## config.mk

```make
export PLATFORM = sky130hd
export DESIGN_NAME = beacon_frame_parser
export DESIGN_NICKNAME = d
export VERILOG_FILES = /design/src/hw/rtl/bfp_pkg.sv /design/src/hw/rtl/beacon_frame_parser.sv /design/src/hw/rtl/bfp_parser.sv /design/src/hw/rtl/bfp_drain.sv
export VERILOG_INCLUDE_DIRS = /design/src /design/src/hw/rtl
export SDC_FILE = /design/constraint.sdc
export NUM_CORES = 1
export LEC_CHECK = 0
export ABC_AREA = 1
export BUFFER_PORTS_ARGS = -buffer_cell sky130_fd_sc_hd__buf_2
export CAP_MARGIN = 20
export CORE_MARGIN = 2
export CORE_UTILIZATION = 50
export DETAILED_ROUTE_END_ITERATION = 12
export PLACE_DENSITY = 0.69
export SLEW_MARGIN = 20
export SYNTH_ARGS = -nofsm -noshare
export SYNTH_HDL_FRONTEND = slang
export SYNTH_SLANG_ARGS = --single-unit
```

## constraint.sdc

```tcl
create_clock -name clk -period 5.01 [get_ports clk]
set_input_delay 1.002 -clock clk [delete_from_list [all_inputs] [get_ports clk]]
set_output_delay 1.002 -clock clk [all_outputs]
set_load 0.05 [all_outputs]
```

## src/hw/rtl/beacon_frame_parser_assert.svh

```systemverilog
// assertion macros shared by the beacon frame parser modules
`ifndef BEACON_FRAME_PARSER_ASSERT_SVH
`define BEACON_FRAME_PARSER_ASSERT_SVH

// same-cycle implication, clocked on clk, off during reset
`define BFP_ASSERT_IMP(lbl, ante, cons) \
lbl: assert property (@(posedge clk) disable iff (!arst_n) (ante) |-> (cons)) \
	else $error("beacon frame parser: check failed");

// next-cycle implication, clocked on clk, off during reset
`define BFP_ASSERT_NEXT(lbl, ante, cons) \
lbl: assert property (@(posedge clk) disable iff (!arst_n) (ante) |=> (cons)) \
	else $error("beacon frame parser: check failed");

`endif

```

## src/hw/rtl/bfp_pkg.sv

```systemverilog
// shared types and status codes of the beacon frame parser
package bfp_pkg;

	// result status codes
	localparam logic [2:0] ST_FOUND      = 3'd0;
	localparam logic [2:0] ST_NO_SSID    = 3'd1;
	localparam logic [2:0] ST_SHORT      = 3'd2;
	localparam logic [2:0] ST_BAD_VER    = 3'd3;
	localparam logic [2:0] ST_BAD_RTLEN  = 3'd4;
	localparam logic [2:0] ST_NOT_BEACON = 3'd5;
	localparam logic [2:0] ST_TRUNCATED  = 3'd6;
	localparam logic [2:0] ST_TOO_LONG   = 3'd7;

	// per-packet summary handed from the parser to the output side
	typedef struct packed {
		logic        valid;
		logic [2:0]  status;
		logic [47:0] bssid;
		logic        hidden;
		logic        bank;
	} desc_t;

endpackage

```

## src/hw/rtl/beacon_frame_parser.sv

```systemverilog
// top level of the beacon frame parser
// Usage: a captured packet enters one byte per word on the input channel
// (data_byte, end_of_packet on the final byte), radiotap header first.
// A word moves when valid is high and stall is low.
// Throughput: one byte per cycle. The final byte of a packet is held off
// (in_stall) only while the previous packet's result words are still going
// out; the output side sends n+1 words for a packet with an n-byte SSID.
// The final byte's summary is registered in the drain, then the status
// word in the output register; SSID byte words follow one per cycle while
// unstalled; last flagged by last_of_run. Error statuses give one word.
// The SSID store is a two-bank memory, so the next packet fills one bank
// while the other drains; its read port feeds the output register.
// Reset clears the parser and the output valid at once; there is no
// clearing pass. When the receiver stalls, the output word holds and the
// parser keeps taking bytes of the next packet up to its final byte.
module beacon_frame_parser #(
	parameter int MAX_SSID_BYTES = 32,
	parameter int POSITION_BITS  = 16
) (
	input  logic        clk,
	input  logic        arst_n,
	input  logic        in_valid,
	output logic        in_stall,
	input  logic [7:0]  data_byte,
	input  logic        end_of_packet,
	output logic        out_valid,
	input  logic        out_stall,
	output logic [2:0]  status,
	output logic [47:0] bssid,
	output logic [5:0]  ssid_length,
	output logic        ssid_hidden,
	output logic        is_ssid_byte,
	output logic [7:0]  ssid_byte,
	output logic        last_of_run
);

	localparam int CNT_W = $clog2(MAX_SSID_BYTES + 1);
	localparam int IDX_W = (MAX_SSID_BYTES > 1) ? $clog2(MAX_SSID_BYTES) : 1;
	localparam int AW    = IDX_W + 1;

	bfp_pkg::desc_t   desc;
	logic [CNT_W-1:0] desc_count;
	logic             desc_ready;
	logic             accept;
	logic             wr_en;
	logic [AW-1:0]    wr_addr;
	logic [7:0]       wr_data;

	// hold the final byte until the output side can take its summary
	assign in_stall = in_valid && end_of_packet && !desc_ready;
	assign accept   = in_valid && !in_stall;

	bfp_parser #(
		.MAX_SSID_BYTES(MAX_SSID_BYTES),
		.POSITION_BITS (POSITION_BITS)
	) u_parser (
		.clk          (clk),
		.arst_n       (arst_n),
		.accept       (accept),
		.data_byte    (data_byte),
		.end_of_packet(end_of_packet),
		.desc         (desc),
		.desc_count   (desc_count),
		.wr_en        (wr_en),
		.wr_addr      (wr_addr),
		.wr_data      (wr_data)
	);

	bfp_drain #(
		.MAX_SSID_BYTES(MAX_SSID_BYTES)
	) u_drain (
		.clk         (clk),
		.arst_n      (arst_n),
		.desc        (desc),
		.desc_count  (desc_count),
		.wr_en       (wr_en),
		.wr_addr     (wr_addr),
		.wr_data     (wr_data),
		.desc_ready  (desc_ready),
		.out_stall   (out_stall),
		.out_valid   (out_valid),
		.status      (status),
		.bssid       (bssid),
		.ssid_length (ssid_length),
		.ssid_hidden (ssid_hidden),
		.is_ssid_byte(is_ssid_byte),
		.ssid_byte   (ssid_byte),
		.last_of_run (last_of_run)
	);

endmodule

```

## src/hw/rtl/bfp_parser.sv

```systemverilog
// byte-wise radiotap / beacon header parser and element walker
`include "beacon_frame_parser_assert.svh"

module bfp_parser #(
	parameter int MAX_SSID_BYTES = 32,
	parameter int POSITION_BITS  = 16
) (
	input  logic                                                  clk,
	input  logic                                                  arst_n,
	input  logic                                                  accept,
	input  logic [7:0]                                            data_byte,
	input  logic                                                  end_of_packet,
	output bfp_pkg::desc_t                                        desc,
	output logic [$clog2(MAX_SSID_BYTES + 1)-1:0]                 desc_count,
	output logic                                                  wr_en,
	output logic [((MAX_SSID_BYTES > 1) ? $clog2(MAX_SSID_BYTES) : 1):0] wr_addr,
	output logic [7:0]                                            wr_data
);

	localparam int CNT_W = $clog2(MAX_SSID_BYTES + 1);
	localparam int IDX_W = (MAX_SSID_BYTES > 1) ? $clog2(MAX_SSID_BYTES) : 1;
	localparam int POS_W = POSITION_BITS;
	localparam int NX_W  = POS_W + 1;
	localparam int CMP_W = ((POS_W > 16) ? POS_W : 16) + 2;

	localparam logic [2:0] PH_HEADER = 3'd0;
	localparam logic [2:0] PH_IE_ID  = 3'd1;
	localparam logic [2:0] PH_IE_LEN = 3'd2;
	localparam logic [2:0] PH_SKIP   = 3'd3;
	localparam logic [2:0] PH_SSID   = 3'd4;
	localparam logic [2:0] PH_LONG   = 3'd5;
	localparam logic [2:0] PH_DONE   = 3'd6;

	localparam logic [POS_W-1:0] POS_MAX = {POS_W{1'b1}};

	logic [POS_W-1:0] pos_q, pos_d;
	logic [15:0]      hdr_q, hdr_d;
	logic [7:0]       fc_q, fc_d;
	logic [47:0]      bssid_q, bssid_d;
	logic [NX_W-1:0]  next_q, next_d;
	logic [7:0]       eid_q, eid_d;
	logic [2:0]       phase_q, phase_d;
	logic [2:0]       err_q, err_d;
	logic [CNT_W-1:0] cnt_q, cnt_d;
	logic             nz_q, nz_d;
	logic             bank_q;

	logic [CMP_W-1:0] p_ext, hdr_ext, len_ext, hdrn_ext;
	logic [NX_W-1:0]  p_inc;
	logic             at_elem_end;
	logic [2:0]       st;

	assign p_ext       = CMP_W'(pos_q);
	assign hdr_ext     = CMP_W'(hdr_q);
	assign p_inc       = {1'b0, pos_q} + NX_W'(1);
	assign at_elem_end = (p_inc == next_q);

	// next parser state for the incoming byte
	always_comb begin
		pos_d   = pos_q;
		hdr_d   = hdr_q;
		fc_d    = fc_q;
		bssid_d = bssid_q;
		next_d  = next_q;
		eid_d   = eid_q;
		phase_d = phase_q;
		err_d   = err_q;
		cnt_d   = cnt_q;
		nz_d    = nz_q;
		wr_en   = 1'b0;
		wr_addr = {bank_q, cnt_q[IDX_W-1:0]};
		wr_data = data_byte;
		if (pos_q != POS_MAX) begin
			pos_d = pos_q + POS_W'(1);
			unique case (phase_q)
				PH_HEADER: begin
					if (pos_q == '0 && data_byte != 8'h00) begin
						phase_d = PH_DONE;
						err_d   = bfp_pkg::ST_BAD_VER;
					end else begin
						if (pos_q == POS_W'(2)) hdr_d = {8'h00, data_byte};
						if (pos_q == POS_W'(3)) hdr_d = {data_byte, hdr_q[7:0]};
						if (pos_q >= POS_W'(4)) begin
							if (p_ext == hdr_ext) fc_d = data_byte;
							if (p_ext >= hdr_ext + CMP_W'(16) &&
							    p_ext <= hdr_ext + CMP_W'(21))
								bssid_d = {bssid_q[39:0], data_byte};
							if (p_ext == hdr_ext + CMP_W'(35)) begin
								phase_d = PH_IE_ID;
								next_d  = p_inc;
							end
						end
					end
				end
				PH_IE_ID: begin
					eid_d   = data_byte;
					phase_d = PH_IE_LEN;
				end
				PH_IE_LEN: begin
					next_d = p_inc + NX_W'(data_byte);
					if (eid_q == 8'h00) begin
						cnt_d = '0;
						nz_d  = 1'b0;
						priority if (data_byte == 8'h00) begin
							phase_d = PH_DONE;
							err_d   = bfp_pkg::ST_FOUND;
						end else if (9'(data_byte) > 9'(MAX_SSID_BYTES)) begin
							phase_d = PH_LONG;
						end else begin
							phase_d = PH_SSID;
						end
					end else begin
						phase_d = (data_byte == 8'h00) ? PH_IE_ID : PH_SKIP;
					end
				end
				PH_SKIP: begin
					if (at_elem_end) phase_d = PH_IE_ID;
				end
				PH_SSID: begin
					if (cnt_q < CNT_W'(MAX_SSID_BYTES)) begin
						wr_en = accept;
						cnt_d = cnt_q + CNT_W'(1);
					end
					if (data_byte != 8'h00) nz_d = 1'b1;
					if (at_elem_end) begin
						phase_d = PH_DONE;
						err_d   = bfp_pkg::ST_FOUND;
					end
				end
				PH_LONG: begin
					if (at_elem_end) begin
						phase_d = PH_DONE;
						err_d   = bfp_pkg::ST_TOO_LONG;
					end
				end
				default: begin
				end
			endcase
		end
	end

	// packet verdict from the state after this byte
	assign len_ext  = CMP_W'(pos_d);
	assign hdrn_ext = CMP_W'(hdr_d);

	always_comb begin
		priority if (len_ext < CMP_W'(8))
			st = bfp_pkg::ST_SHORT;
		else if (phase_d == PH_DONE && err_d == bfp_pkg::ST_BAD_VER)
			st = bfp_pkg::ST_BAD_VER;
		else if (hdrn_ext < CMP_W'(8) || hdrn_ext > len_ext)
			st = bfp_pkg::ST_BAD_RTLEN;
		else if (len_ext < hdrn_ext + CMP_W'(36))
			st = bfp_pkg::ST_SHORT;
		else if (fc_d[1:0] != 2'b00 || fc_d[3:2] != 2'b00 || fc_d[7:4] != 4'h8)
			st = bfp_pkg::ST_NOT_BEACON;
		else if (phase_d == PH_DONE)
			st = err_d;
		else if (phase_d == PH_IE_ID)
			st = bfp_pkg::ST_NO_SSID;
		else
			st = bfp_pkg::ST_TRUNCATED;
	end

	// summary of the finished packet
	always_comb begin
		desc.valid  = accept && end_of_packet;
		desc.status = st;
		desc.bssid  = (st == bfp_pkg::ST_FOUND || st == bfp_pkg::ST_NO_SSID) ?
		              bssid_d : 48'h0;
		desc.hidden = (st == bfp_pkg::ST_FOUND) && (cnt_d == '0 || !nz_d);
		desc.bank   = bank_q;
		desc_count  = (st == bfp_pkg::ST_FOUND) ? cnt_d : '0;
	end

	// parser registers, cleared at packet end, bank bit toggled
	always_ff @(posedge clk or negedge arst_n) begin
		if (!arst_n) begin
			pos_q   <= '0;
			hdr_q   <= '0;
			fc_q    <= '0;
			bssid_q <= '0;
			next_q  <= '0;
			eid_q   <= '0;
			phase_q <= PH_HEADER;
			err_q   <= '0;
			cnt_q   <= '0;
			nz_q    <= 1'b0;
			bank_q  <= 1'b0;
		end else if (accept) begin
			if (end_of_packet) begin
				pos_q   <= '0;
				hdr_q   <= '0;
				fc_q    <= '0;
				bssid_q <= '0;
				next_q  <= '0;
				eid_q   <= '0;
				phase_q <= PH_HEADER;
				err_q   <= '0;
				cnt_q   <= '0;
				nz_q    <= 1'b0;
				bank_q  <= ~bank_q;
			end else begin
				pos_q   <= pos_d;
				hdr_q   <= hdr_d;
				fc_q    <= fc_d;
				bssid_q <= bssid_d;
				next_q  <= next_d;
				eid_q   <= eid_d;
				phase_q <= phase_d;
				err_q   <= err_d;
				cnt_q   <= cnt_d;
				nz_q    <= nz_d;
			end
		end
	end

	`BFP_ASSERT_NEXT(a_clear_after_end, accept && end_of_packet, pos_q == '0 && phase_q == PH_HEADER)

endmodule

```

## src/hw/rtl/bfp_drain.sv

```systemverilog
// ssid byte store and result word sequencer with output register
`include "beacon_frame_parser_assert.svh"

module bfp_drain #(
	parameter int MAX_SSID_BYTES = 32
) (
	input  logic                                                  clk,
	input  logic                                                  arst_n,
	input  bfp_pkg::desc_t                                        desc,
	input  logic [$clog2(MAX_SSID_BYTES + 1)-1:0]                 desc_count,
	input  logic                                                  wr_en,
	input  logic [((MAX_SSID_BYTES > 1) ? $clog2(MAX_SSID_BYTES) : 1):0] wr_addr,
	input  logic [7:0]                                            wr_data,
	output logic                                                  desc_ready,
	input  logic                                                  out_stall,
	output logic                                                  out_valid,
	output logic [2:0]                                            status,
	output logic [47:0]                                           bssid,
	output logic [5:0]                                            ssid_length,
	output logic                                                  ssid_hidden,
	output logic                                                  is_ssid_byte,
	output logic [7:0]                                            ssid_byte,
	output logic                                                  last_of_run
);

	localparam int CNT_W = $clog2(MAX_SSID_BYTES + 1);
	localparam int IDX_W = (MAX_SSID_BYTES > 1) ? $clog2(MAX_SSID_BYTES) : 1;
	localparam int AW    = IDX_W + 1;

	// two banks: one drains while the next packet fills the other
	logic [7:0] mem [0:(2**AW)-1];

	logic             busy_q;
	logic [CNT_W-1:0] idx_q;
	logic [CNT_W-1:0] n_q;
	logic [2:0]       st_q;
	logic [47:0]      bssid_q;
	logic             hidden_q;
	logic             bank_q;

	logic             out_valid_q;
	logic [2:0]       out_status_q;
	logic [47:0]      out_bssid_q;
	logic [5:0]       out_len_q;
	logic             out_hidden_q;
	logic             out_is_ssid_q;
	logic [7:0]       out_byte_q;
	logic             out_last_q;

	logic             out_load;
	logic             last_item;
	logic [CNT_W-1:0] k;
	logic [AW-1:0]    rd_addr;

	assign out_load   = busy_q && (!out_valid_q || !out_stall);
	assign last_item  = (idx_q == n_q);
	assign desc_ready = !busy_q || (out_load && last_item);
	assign k          = idx_q - CNT_W'(1);
	assign rd_addr    = {bank_q, k[IDX_W-1:0]};

	// ssid store write port
	always_ff @(posedge clk) begin
		if (wr_en) mem[wr_addr] <= wr_data;
	end

	// sequencer control
	always_ff @(posedge clk or negedge arst_n) begin
		if (!arst_n) begin
			busy_q      <= 1'b0;
			idx_q       <= '0;
			out_valid_q <= 1'b0;
		end else begin
			if (desc.valid) begin
				busy_q <= 1'b1;
				idx_q  <= '0;
			end else if (out_load) begin
				if (last_item) busy_q <= 1'b0;
				else           idx_q  <= idx_q + CNT_W'(1);
			end
			if (out_load)       out_valid_q <= 1'b1;
			else if (!out_stall) out_valid_q <= 1'b0;
		end
	end

	// packet summary held while its words go out
	always_ff @(posedge clk) begin
		if (desc.valid) begin
			n_q      <= desc_count;
			st_q     <= desc.status;
			bssid_q  <= desc.bssid;
			hidden_q <= desc.hidden;
			bank_q   <= desc.bank;
		end
	end

	// output word register, ssid bytes come straight from the store read
	always_ff @(posedge clk) begin
		if (out_load) begin
			out_is_ssid_q <= (idx_q != '0);
			out_last_q    <= last_item;
			if (idx_q == '0) begin
				out_status_q <= st_q;
				out_bssid_q  <= bssid_q;
				out_len_q    <= 6'(n_q);
				out_hidden_q <= hidden_q;
				out_byte_q   <= 8'h00;
			end else begin
				out_status_q <= bfp_pkg::ST_FOUND;
				out_bssid_q  <= 48'h0;
				out_len_q    <= 6'd0;
				out_hidden_q <= 1'b0;
				out_byte_q   <= mem[rd_addr];
			end
		end
	end

	assign out_valid    = out_valid_q;
	assign status       = out_status_q;
	assign bssid        = out_bssid_q;
	assign ssid_length  = out_len_q;
	assign ssid_hidden  = out_hidden_q;
	assign is_ssid_byte = out_is_ssid_q;
	assign ssid_byte    = out_byte_q;
	assign last_of_run  = out_last_q;

	`BFP_ASSERT_IMP(a_desc_when_ready, desc.valid, desc_ready)
	`BFP_ASSERT_IMP(a_idx_in_range, busy_q, idx_q <= n_q)
	`BFP_ASSERT_IMP(a_error_single_word, out_valid_q && !out_is_ssid_q && out_status_q != bfp_pkg::ST_FOUND, out_last_q)

endmodule

```

==> results.json <==
{
  "hold_path.class": "input port to async pin",
  "start_util_pct": 50.5,
  "finalWeightedCongestion": 0.934,
  "crit_path_frequent_cell": "sky130_fd_sc_hd__nand2_2",
  "fraction_of_the_cycle_the_final_worst_path_needs_pct": 94.8,
  "max_stage_delay_cell_worst_path": "sky130_fd_sc_hd__ha_1",
  "syn-instance-count": 3433,
  "crit_required_ns": 5.38,
  "clock_tree.htree_level_count": 3,
  "asyncSetResetFlopFracSynth_pct": 17.4,
  "critPathArrivalTime_ns": 5.12,
  "portBuffers": 82,
  "drt_pre_antenna_iters": 9,
  "number_of_global_route_vias_before_repair": 25100,
  "cp_buf_inv_count": 8,
  "synth_net_count": 3531,
  "drtAntennaViolNets": 0,
  "yosys.cell_types.count": 59,
  "drc": 0,
  "timing_hold_violations_final": 0,
  "maximum_number_of_pins_on_one_net_before_global_route_repair": 175,
  "row_count": 98,
  "cts_hold_repair.buffers": 0,
  "timing.clock.skew_ns": 0.0301,
  "setup.worst_path.class": "input port to register",
  "layout-area-overhead-vs-synth_pct": 14.3,
  "cts_inserted_buffers": 78,
  "vias": 26700,
  "worst_pin_slew_ns": 1.09,
  "clock_insertion_delay_worst_skew_ns": 0.64,
  "yosysSeqAreaShare_pct": 62.5,
  "die_h_um": 273,
  "synth.ff_latch_count": 774,
  "routed_wirelength_um": 99700,
  "critical_path_peak_fanout": 8,
  "pnr_total_power_w": 0.0220,
  "post-route-worst-setup-slack_ns": 0.261,
  "die-area_um2": 74400,
  "grt_overflow": 0,
  "first_pass_grt_wire_length_um": 150000,
  "reg2reg_depth": 30,
  "io-pin-count": 83,
  "powerDensity_nw_per_um2": 532,
  "synth_area_leader": "sky130_fd_sc_hd__edfxtp_1",
  "post-route-util_pct": 57.7,
  "clock_pin_slew_reported_for_the_worst_setup_and_hold_paths_after_clock_tree_synthesis_ns": 0.06,
  "clk_path_buf_depth": 3,
  "antenna_violations_before_repair": 2,
  "synth-edff-count": 639,
  "setup.worst_path.end_class": "register",
  "yosys-top-cells-area": "sky130_fd_sc_hd__edfxtp_1, sky130_fd_sc_hd__dfrtp_1, sky130_fd_sc_hd__nor2_1",
  "clk_root_buffer_cell": "sky130_fd_sc_hd__clkbuf_16",
  "timing.final.max_slew_violations": 0,
  "worst_slack_on_hold_paths_ns": 0.303,
  "tritoncts": "yes",
  "postSynthAreaPerCell_um2": 10.5,
  "synth_top_area_share_pct": 53.1,
  "worst-path-stages": 36,
  "place_inst": 4450,
  "path_delay_family": "simple AND/OR/NAND/NOR gates",
  "postSynth.topFlopCell": "sky130_fd_sc_hd__edfxtp_1",
  "viasPerCell": 5.81,
  "final.min_clock_period_ns": 4.75,
  "outcome": "finished clean",
  "setup_viol_count_final": 0,
  "coreArea_um2": 71500,
  "dp_hpwl_um": 64400,
  "wire_per_inst_um": 21.7,
  "p_leak_nw": 15.9,
  "nNetsFinal": 3686,
  "startpoint_type": "input port",
  "initialDrtViolationCount": 3098,
  "die_width_um": 273,
  "worst_path_largest_cell_delay_ns": 0.31,
  "worst_slew_margin_rel_pct": 27.3,
  "max_cap_viol_count": 0,
  "clock_sinks": 774,
  "synth_warnings": 0,
  "post-place-ws_ns": -0.540,
  "vdd_ir_drop_max_v": 0.000493,
  "drive_above_1_share_pct": 13.6,
  "instances_no_fill": 4601,
  "synthesis.area_um2": 36100,
  "max_freq_mhz": 211,
  "globalRouteTotalUtil_pct": 26.6
}
## routing by layer
metal | vias to the layer above | wire length (um) | part of all wire, % | global-route usage (%)
met5 | - | 16 | 0.016 | 0
li1 | 12400 | - | - | -
met3 | 206 | 7280 | 7.3 | 3.67
met4 | 2 | 3300 | 3.3 | 8.72
met1 | 13000 | 41800 | 42 | 37.4
met2 | 1073 | 47300 | 47 | 42.8
## stage by stage
step | cell area, um2 | TNS, ns
3_5_place_dp | 38400 | -25.44
4_1_cts | 41000 | 0
6_report | 41300 | 0
3_3_place_gp | 38400 | -20.71
2_1_floorplan | 36100 | 0
5_1_grt | 41300 | -0.589
## synth_stat cells (3+ instances only)
master / number
sky130_fd_sc_hd__a211oi_1: 6
sky130_fd_sc_hd__a21oi_1: 61
sky130_fd_sc_hd__a31oi_1: 5
sky130_fd_sc_hd__buf_1: 4
sky130_fd_sc_hd__buf_2: 9
sky130_fd_sc_hd__buf_6: 6
sky130_fd_sc_hd__clkbuf_1: 149
sky130_fd_sc_hd__clkinv_1: 4
sky130_fd_sc_hd__dfrtp_1: 135
sky130_fd_sc_hd__edfxtp_1: 639
sky130_fd_sc_hd__ha_1: 84
sky130_fd_sc_hd__inv_1: 330
sky130_fd_sc_hd__inv_2: 9
sky130_fd_sc_hd__nand2_1: 356
sky130_fd_sc_hd__nand2_2: 27
sky130_fd_sc_hd__nand2_4: 7
sky130_fd_sc_hd__nand3_1: 121
sky130_fd_sc_hd__nand3_2: 5
sky130_fd_sc_hd__nand3_4: 3
sky130_fd_sc_hd__nand3b_1: 4
sky130_fd_sc_hd__nand4_1: 39
sky130_fd_sc_hd__nor2_1: 556
sky130_fd_sc_hd__nor2_2: 4
sky130_fd_sc_hd__nor2_4: 7
sky130_fd_sc_hd__nor3_1: 46
sky130_fd_sc_hd__nor3_2: 22
sky130_fd_sc_hd__nor4_1: 8
sky130_fd_sc_hd__o211ai_1: 62
sky130_fd_sc_hd__o21ai_0: 398
sky130_fd_sc_hd__o21bai_1: 5
sky130_fd_sc_hd__o221ai_1: 52
sky130_fd_sc_hd__o22ai_1: 184
sky130_fd_sc_hd__o22ai_2: 4
sky130_fd_sc_hd__xnor2_1: 14
sky130_fd_sc_hd__xor2_1: 37
## what timing repair did
action / CTS / global route
buffers inserted: 0 / 3
gates resized for setup: 0 / 33
setup endpoints to repair: 0 / 58
## state kept, by name (all words and copies together), names as in the netlist, 6 cells and up
signal / flops
u_drain.bssid_q: 48
u_parser.hdr_q: 16
u_parser.next_q: 17
u_drain.ssid_length: 6
u_parser.bssid_q: 48
u_drain.mem: 512
u_drain.n_q: 6
u_parser.pos_q: 16
u_drain.ssid_byte: 8
u_drain.idx_q: 6
u_parser.eid_q: 8
u_parser.cnt_q: 6
u_drain.bssid: 48
u_parser.fc_q: 8
## cell type report
class / instances / area, um2
antenna: 1 / 2.50
clock buffer: 103 / 2160
clock inverter: 39 / 430
fill: 5992 / 30200
inverter: 345 / 1310
multi-input combinational: 2144 / 11700
sequential: 774 / 22600
tap: 950 / 1190
timing repair buffer: 245 / 1880
## logic make-up (layout without fill, tap and decap cells)
group | Yosys count | after routing | share of synthesized area [%]
compound gates | 798 | 798 | 13.0
xor+xnor | 51 | 51 | 1.24
fa+ha+maj | 85 | 85 | 2.97
buf+inv | 515 | 732 | 5.54
flops | 774 | 774 | 62.5
mux | 1 | 1 | 0.0277
other cells | 0 | 1 | 0
simple gates | 1209 | 1209 | 14.7
## power breakdown
part	internal [W]	switching (W)
logic	0.00247	0.00608
clock network	0.00341	0.00251
registers	0.00731	0.000187
## worst paths after layout
kind	slack, ns	endpoint	start
max	0.26	u_drain.bssid_q[20]	data_byte[3]
min in group clk	0.49	u_parser.fc_q[2]	u_parser.fc_q[2]
max reg2reg	0.39	u_drain.bssid_q[20]	u_parser.pos_q[2]
max in group asynchronous	3.60	u_parser.pos_q[1]	arst_n
min	0.30	u_parser.bssid_q[13]	arst_n
min reg2reg	0.49	u_parser.fc_q[2]	u_parser.fc_q[2]
## layout by cell type (no fill, tap or decap), types with 5 or more instances in the layout
| master | instances |
|---|---|
| sky130_fd_sc_hd__edfxtp_1 | 639 |
| sky130_fd_sc_hd__nor2_1 | 552 |
| sky130_fd_sc_hd__o21ai_0 | 395 |
| sky130_fd_sc_hd__nand2_1 | 351 |
| sky130_fd_sc_hd__inv_1 | 326 |
| sky130_fd_sc_hd__o22ai_1 | 184 |
| sky130_fd_sc_hd__buf_4 | 143 |
| sky130_fd_sc_hd__dfrtp_1 | 133 |
| sky130_fd_sc_hd__nand3_1 | 117 |
| sky130_fd_sc_hd__clkbuf_16 | 83 |
| sky130_fd_sc_hd__ha_1 | 82 |
| sky130_fd_sc_hd__buf_2 | 81 |
| sky130_fd_sc_hd__o211ai_1 | 62 |
| sky130_fd_sc_hd__a21oi_1 | 61 |
| sky130_fd_sc_hd__o221ai_1 | 52 |
| sky130_fd_sc_hd__nand4_1 | 39 |
| sky130_fd_sc_hd__xor2_1 | 35 |
| sky130_fd_sc_hd__nor3_1 | 34 |
| sky130_fd_sc_hd__nor3_2 | 34 |
| sky130_fd_sc_hd__nand2_2 | 31 |
| sky130_fd_sc_hd__clkinv_2 | 18 |
| sky130_fd_sc_hd__clkbuf_1 | 15 |
| sky130_fd_sc_hd__clkinv_1 | 13 |
| sky130_fd_sc_hd__xnor2_1 | 13 |
| sky130_fd_sc_hd__buf_12 | 13 |
| sky130_fd_sc_hd__inv_2 | 11 |
| sky130_fd_sc_hd__nor2_4 | 9 |
| sky130_fd_sc_hd__nand3_2 | 9 |
| sky130_fd_sc_hd__clkbuf_8 | 9 |
| sky130_fd_sc_hd__nand2_4 | 8 |
| sky130_fd_sc_hd__nor4_1 | 7 |
| sky130_fd_sc_hd__bufinv_16 | 7 |
| sky130_fd_sc_hd__nor2_2 | 6 |
| sky130_fd_sc_hd__a211oi_1 | 6 |
| sky130_fd_sc_hd__a31oi_1 | 5 |
| sky130_fd_sc_hd__o21bai_1 | 5 |
(Power assumes the default switching activity.)
